===== config.mk =====
export PLATFORM = sky130hd
export DESIGN_NAME = msps_ram
export DESIGN_NICKNAME = d
export VERILOG_FILES = /design/src/msps_ram.sv
export SDC_FILE = /design/constraint.sdc
export NUM_CORES = 1
export LEC_CHECK = 0
export BUFFER_PORTS_ARGS = -buffer_cell sky130_fd_sc_hd__buf_2
export CAP_MARGIN = 20
export CORE_ASPECT_RATIO = 0.75
export CORE_MARGIN = 2
export CORE_UTILIZATION = 60
export DETAILED_ROUTE_END_ITERATION = 6
export PLACE_DENSITY = 0.78
export SLEW_MARGIN = 20
export SYNTH_ARGS = -nofsm -noshare
export SYNTH_HDL_FRONTEND = slang
export SYNTH_SLANG_ARGS = --single-unit

===== constraint.sdc =====
create_clock -name i_clk -period 1.92 [get_ports i_clk]
set_input_delay 0.192 -clock i_clk [delete_from_list [all_inputs] [get_ports i_clk]]
set_output_delay 0.192 -clock i_clk [all_outputs]
set_load 0.01 [all_outputs]

===== src/msps_ram.sv =====
// Generic single-write, single-read RAM with registered read data.
// No dependencies.
module msps_ram #(
    parameter int WIDTH = 8,
    parameter int DEPTH = 16,
    localparam int AW = (DEPTH > 1) ? $clog2(DEPTH) : 1
) (
    input  logic             i_clk,
    input  logic             i_we,
    input  logic [AW-1:0]    i_waddr,
    input  logic [WIDTH-1:0] i_wdata,
    input  logic             i_re,
    input  logic [AW-1:0]    i_raddr,
    output logic [WIDTH-1:0] o_rdata
);

    logic [WIDTH-1:0] r_mem [DEPTH];
    logic [WIDTH-1:0] r_rdata;

    always_ff @(posedge i_clk) begin
        if (i_we) begin
            r_mem[i_waddr] <= i_wdata;
        end
        // hold read data until the next read
        if (i_re) begin
            r_rdata <= r_mem[i_raddr];
        end
    end

    assign o_rdata = r_rdata;

endmodule


==> qor.csv, run 1 <==
stage,metric,value,unit
global_route,grt_usage,24.0,%
logic_synthesis,synth-edff-count,136,
drt,via_per_inst,6.31,
power,p_comb_share,4.6,%
die,pin_count,27,
logic_synthesis,async_flop_share,0,%
setup_path,worstPathRequired,2.06,ns
cts,clk_latency,0.41,ns
place,place_congestion,0.798,
cells_and_area,nets,307,
sta,worst_slew_pin_slew,0.400,ns
sta,period_share,79.7,%
logic_synthesis,ys_seq_elements,136,
global_route,grt_max_degree,22,
cts,cts_tree,built,
cts,cts-buffers-inserted,17,
cells_and_area,synthToLayoutAreaGrowth,19.0,%
logic_synthesis,ys_seq_area_share,78.1,%
place,hpwlAfterDp,6550,um
drt,wire_per_inst,25.7,um
place,place_area,5610,um2
logic_synthesis,yosysMostFrequentCell,edfxtp_1,
setup_path,critical_path.max_stage_delay,0.49,ns
cells_and_area,final_cell_area,6220,um2
power,clkPwrFrac,47.5,%
setup_path,regToRegSetupSlack,0.39,ns
setup_path,r2r_cells,3,
die,start_util,61.8,%
drt,drt_pre_antenna_iters,4,
logic_synthesis,syn-num-nets,248,
logic_synthesis,syn_area,5230,um2
setup_path,worst-path-buf-inv,0,
worst_hold_path,hold_depth,1,
power,ir_drop,0.901,mV
outcome,outcome,completed,
setup_path,critPathKind,reg -> reg,
global_route,grt_pass1_wl,15800,um
setup_path,arrival,1.67,ns
setup_path,r2r-start,r_mem[8][2]$_DFFE_PP_,
power,intPower,0.00564,W
place,port-buffer-count,26,
logic_synthesis,syn_inst,229,
power,power,0.00703,W
die,die_h,84.8,um
drt,wirelength,10500,um
logic_synthesis,ys_warn_count,0,
die,die_w,112,um
cells_and_area,n_antenna_cell,0,
setup_path,worstSetupEndpointType,flop,
global_route,grt_pass1_vias,2604,
setup_path,crit_chain,"mux4_1, a22oi_1, nand2_1",
sta,setup_tns,0,ns
logic_synthesis,synth_cell_types,18,
power,p_leak,2.14,nW
sta,final-hold-violation-count,0,
sta,rsz0062_at_grt,no,
cts,post_cts_resized,0,
sta,finalMaxSlewViolations,0,
sta,finalSetupViolCount,0,
logic_synthesis,synthTopCellsByArea,"edfxtp_1, mux4_2, mux4_1, a22oi_1, nor2_1",
power,power_per_cell_area,1130,nW/um2
setup_path,crit_fanout,1,
die,std_cell_rows,29,
logic_synthesis,synthDominantCellAreaShare,78.1,%
logic_synthesis,syn_area_per_cell,22.8,um2
logic_synthesis,yosys.area.top_type,edfxtp_1,
die,core,8450,um2
setup_path,r2r-end,o_rdata[2]$_DFFE_PP_,
sta,finalClockSkew,0.00875,ns
cts,cts.sink_count,136,
drt,ant_nets,0,
power,p_sw_share,19.7,%
cts,root_buffer,clkbuf_16,
setup_path,startpoint_type,flop,
cts,cts_setup_buffers,0,
cts,clk_pin_slew,0.06,ns
sta,fin_crit,1.53,ns
cts,max-clock-path-buffers,2,
sta,max-slew-margin-rel,73.3,%
setup_path,slowest_stage,mux4_1,
cts,hold_buffers,0,
logic_synthesis,synth_flop_cell,edfxtp_1,
setup_path,crit_family,multiplexers,
cts,h-tree-depth,4,
job,drv_cap,0,
worst_hold_path,hp-class,in -> reg,
worst_hold_path,hp-start,i_re,
drt,num_vias,2582,
die,die_area,9480,um2
power,sequentialPowerShare,47.9,%
cells_and_area,post_route_cells_drive_above_1_share,32.6,%
logic_synthesis,synth_common_cells,"edfxtp_1, mux4_2, a22oi_1",
drt,initialDrtViolationCount,220,
power,p_switching,0.00139,W
sta,fmax,654,MHz
global_route,grt_overflow,0,
worst_hold_path,hold_end,o_rdata[0]$_DFFE_PP_,
drt,drc,0,
global_route,antenna_found_initial,0,
[cells in the final DEF, fill, tap and decap left out, types with 2 or more instances in the layout]
cell | netlist | routed
edfxtp_1 | 136 | 136
nand2b_1 | 2 | 2
nor2_1 | 13 | 13
bufinv_16 | 0 | 4
clkinv_2 | 0 | 4
mux4_2 | 18 | 18
buf_2 | 3 | 26
nor3_1 | 4 | 4
a22oi_1 | 16 | 16
clkinv_1 | 0 | 2
clkbuf_16 | 0 | 17
nand3b_1 | 2 | 2
mux4_1 | 14 | 14
buf_12 | 0 | 2
buf_4 | 1 | 22
nand2_1 | 9 | 9
clkinvlp_4 | 0 | 2
[state kept, by name, summed over array words and instances (netlist names)]
name,cells
r_mem,128
o_rdata,8
[area by class of cell]
type                            count  area (um2)
Clock buffer                       18         429
Clock inverter                     14         180
Fill cell                         466        2230
Multi-Input combinational cell     83        1060
Sequential cell                   136        4080
Tap cell                          108         135
Timing Repair Buffer               50         335
[power groups by stage]
stage / Clock [W] / Sequential [W] / Combinational, W
6_report: 0.00334 / 0.00337 / 0.000324
2_1_floorplan: 0 / 0.00343 / 0.000169
3_5_place_dp: 0 / 0.00343 / 0.000324
4_1_cts: 0.00338 / 0.00337 / 0.000327
5_1_grt: 0.00350 / 0.00337 / 0.000348
3_3_place_gp: 0 / 0.00342 / 0.000312
[logic make-up (layout without fill, tap and decap cells)]
logic type             count (synthesis)  in the layout  share of synthesized area [%]
buffers and inverters                 10             82                           1.65
AND/OR/NAND/NOR                       35             35                           3.14
flip-flops                           136            136                           78.1
multiplexers                          32             32                           14.8
AO/OA/AOI/OAI                         16             16                           2.30
[stage by stage]
step / cells / hold WS (ns) / util, % / setup slack [ns]
6_report: 409 / 0.165 / 73.6 / 0.390
5_1_grt: 409 / 0.159 / 73.6 / 0.326
4_1_cts: 409 / 0.148 / 73.6 / 0.391
3_5_place_dp: 377 / 0.582 / 66.4 / 0.0612
3_3_place_gp: 377 / 0.576 / 66.4 / 0.0598
2_1_floorplan: 229 / 0.291 / - / 0.235
[worst register-to-register path, delay by kind of cell, from the launching register on]
kind / cells / cell delay (ns)
mux: 1 / 0.49
compound gates: 1 / 0.27
flops: 1 / 0.38
simple gates: 1 / 0.11
[how the worst max path moves through the flow]
stage                                     start               endpoint  cells after the start  slack, ns
after floorplan                      i_waddr[2]  r_mem[0][0]$_DFFE_PP_                      2       0.24
after global placement               i_raddr[0]   o_rdata[2]$_DFFE_PP_                      6       0.06
after detailed placement             i_raddr[0]   o_rdata[2]$_DFFE_PP_                      6       0.06
after CTS                 r_mem[8][2]$_DFFE_PP_   o_rdata[2]$_DFFE_PP_                      3       0.39
after global routing      r_mem[0][3]$_DFFE_PP_   o_rdata[3]$_DFFE_PP_                      3       0.33
final                     r_mem[8][2]$_DFFE_PP_   o_rdata[2]$_DFFE_PP_                      3       0.39
[per-layer routing]
layer / up-vias / track usage (%) / wire, um
met2: 123 / 34.9 / 5010
met5: - / 0 / 0
li1: 1098 / - / -
met1: 1349 / 35.5 / 4420
met4: 0 / 8.19 / 124
met3: 12 / 7.79 / 956
(Power assumes the default switching activity.)
==> run 2: changes to the inputs <==
- clock period: 1.92 -> 1.52 ns (I/O delays scaled with it)
==> run 2 against run 1 <==
Effect of this change:
- total power increased by 23%
- register-to-register slack got worse by 0.35 ns
- fmax increased by 3.3%
- combinational power increased by 31%
- global-route usage increased by 0.66 points
- critical path type unchanged
==> qor.csv, run 2 (same netlist as run 1, synthesis figures left out) <==
stage,metric,value,unit,change
die,die_w,112,um,unchanged
setup_path,crit_fanout,1,,unchanged
cells_and_area,largest_reg_flops,128,,unchanged
die,core,8450,um2,unchanged
power,p_leak,2.13,nW,-0.25%
setup_path,worstSetupEndpointType,flop,,
cells_and_area,synthToLayoutAreaGrowth,19.5,%,
drt,drt_pre_antenna_iters,4,,unchanged
die,pin_count,27,,unchanged
setup_path,crit_family,multiplexers,,
worst_hold_path,hold_depth,1,,unchanged
setup_path,slowest_stage,mux4_2,,
cts,clk_pin_slew,0.06,ns,about the same
global_route,grt_overflow,0,,unchanged
die,die_h,84.8,um,unchanged
setup_path,arrival,1.64,ns,-0.03 ns
sta,setup_tns,0,ns,unchanged
place,place_congestion,0.738,,-7.4%
drt,drc,0,,unchanged
cells_and_area,final_cell_mix,"edfxtp_1, buf_2, buf_4",,
cts,cts_tree,built,,
sta,period_share,97.4,%,+18 points
die,std_cell_rows,29,,unchanged
drt,via_per_inst,6.21,,-1.6%
setup_path,crit_chain,"mux4_2, a22oi_2, buf_4, nand2_1",,
drt,wirelength,10700,um,+1.5%
outcome,outcome,completed,,
sta,finalClockSkew,0.00968,ns,+0.000931 ns
cells_and_area,layout_commonest_cell,edfxtp_1,,
sta,finalSetupViolCount,0,,unchanged
place,hpwlAfterDp,6480,um,-1.1%
job,drv_cap,0,,unchanged
cts,cts-buffers-inserted,17,,unchanged
power,power_per_cell_area,1390,nW/um2,+23%
setup_path,critPathKind,reg -> reg,,
sta,final-hold-violation-count,0,,unchanged
place,port-buffer-count,26,,unchanged
sta,finalMaxSlewViolations,0,,unchanged
cts,cts_setup_buffers,0,,unchanged
sta,hold_slack,0.104,ns,-0.0609 ns
sta,worst_slew_pin_slew,0.768,ns,+0.369 ns
sta,fin_crit,1.48,ns,-0.0496 ns
global_route,grt_max_degree,18,,-18%
global_route,grt_usage,24.7,%,+0.66 points
cells_and_area,top_register,r_mem,,
drt,ant_nets,0,,unchanged
worst_hold_path,hold_end,o_rdata[6]$_DFFE_PP_,,
drt,wire_per_inst,26.0,um,+1.3%
cells_and_area,n_antenna_cell,0,,unchanged
setup_path,regToRegSetupSlack,0.04,ns,-0.35 ns
setup_path,worst-path-buf-inv,1,,+1
cts,max-clock-path-buffers,2,,unchanged
power,ir_drop,1.02,mV,+14%
drt,initialDrtViolationCount,241,,+9.5%
setup_path,critical_path.max_stage_delay,0.48,ns,about the same
die,die_area,9480,um2,unchanged
global_route,grt_pass1_vias,2659,,+2.1%
cts,h-tree-depth,4,,unchanged
power,power,0.00867,W,+23%
setup_path,r2r_cells,4,,+1
cts,hold_buffers,0,,unchanged
drt,num_vias,2547,,-1.4%
die,start_util,61.8,%,unchanged
cells_and_area,nets,308,,+0.33%
sta,fmax,675,MHz,+3.3%
cts,root_buffer,clkbuf_16,,
sta,rsz0062_at_grt,no,,
setup_path,r2r-end,o_rdata[0]$_DFFE_PP_,,
setup_path,r2r-start,r_mem[8][0]$_DFFE_PP_,,
worst_hold_path,hp-class,in -> reg,,
cells_and_area,post_route_cells_drive_above_1_share,34.4,%,+1.9 points
cts,cts.sink_count,136,,unchanged
sta,max-slew-margin-rel,48.7,%,-25 points
global_route,antenna_found_initial,0,,unchanged
setup_path,startpoint_type,flop,,
setup_path,worstPathRequired,1.68,ns,-0.38 ns
worst_hold_path,hp-start,i_re,,
global_route,grt_pass1_wl,16000,um,+1.7%
cts,clk_latency,0.42,ns,about the same
-- run 2: through the flow --
stage / instance area, um2 / setup slack [ns] / util (%) / std cells
2_1_floorplan: 5230 / 0.0856 / - / 229
3_3_place_gp: 5650 / -0.185 / 66.8 / 378
3_5_place_dp: 5650 / -0.191 / 66.8 / 378
4_1_cts: 6240 / 0.0113 / 73.8 / 410
5_1_grt: 6250 / 0.00318 / 73.9 / 410
6_report: 6250 / 0.0394 / 73.9 / 410
-- run 2: metal layers --
layer	vias up	part of all wire (%)	GRT usage [%]
met5	-	0	0
met4	0	0.95	7.41
met3	9	8.6	6.93
met2	119	49	37.7
met1	1319	42	36.0
li1	1100	-	-
-- run 2: repair_timing --
action	CTS	global route
resized for setup	1	2
pin swaps	0	1
endpoints found under the hold margin	0	0
setup endpoints to repair	1	3
-- run 2: area by class of cell --
cell class                      instances  area [um2]
Sequential cell                       136        4080
Clock buffer                           18         429
Clock inverter                         14         153
Tap cell                              108         135
Fill cell                             461        2210
Multi-Input combinational cell         83        1080
Timing Repair Buffer                   51         368
-- run 2: worst max-delay path by stage --
stage                               start                   end  slack [ns]  cells after the start
finish              r_mem[8][0]$_DFFE_PP_  o_rdata[0]$_DFFE_PP_        0.04                      4
CTS                 r_mem[2][5]$_DFFE_PP_  o_rdata[5]$_DFFE_PP_        0.01                      3
floorplan                      i_raddr[0]  o_rdata[1]$_DFFE_PP_        0.09                      5
global placement               i_raddr[0]  o_rdata[2]$_DFFE_PP_       -0.18                      5
global route        r_mem[8][0]$_DFFE_PP_  o_rdata[0]$_DFFE_PP_       0.003                      4
detailed placement             i_raddr[0]  o_rdata[2]$_DFFE_PP_       -0.19                      5
-- run 2: report_power, final --
group	switching (W)	total, W	internal, W
Combinational	0.000240	0.000425	0.000186
Sequential	0.0000251	0.00425	0.00423
Clock	0.00157	0.00399	0.00242
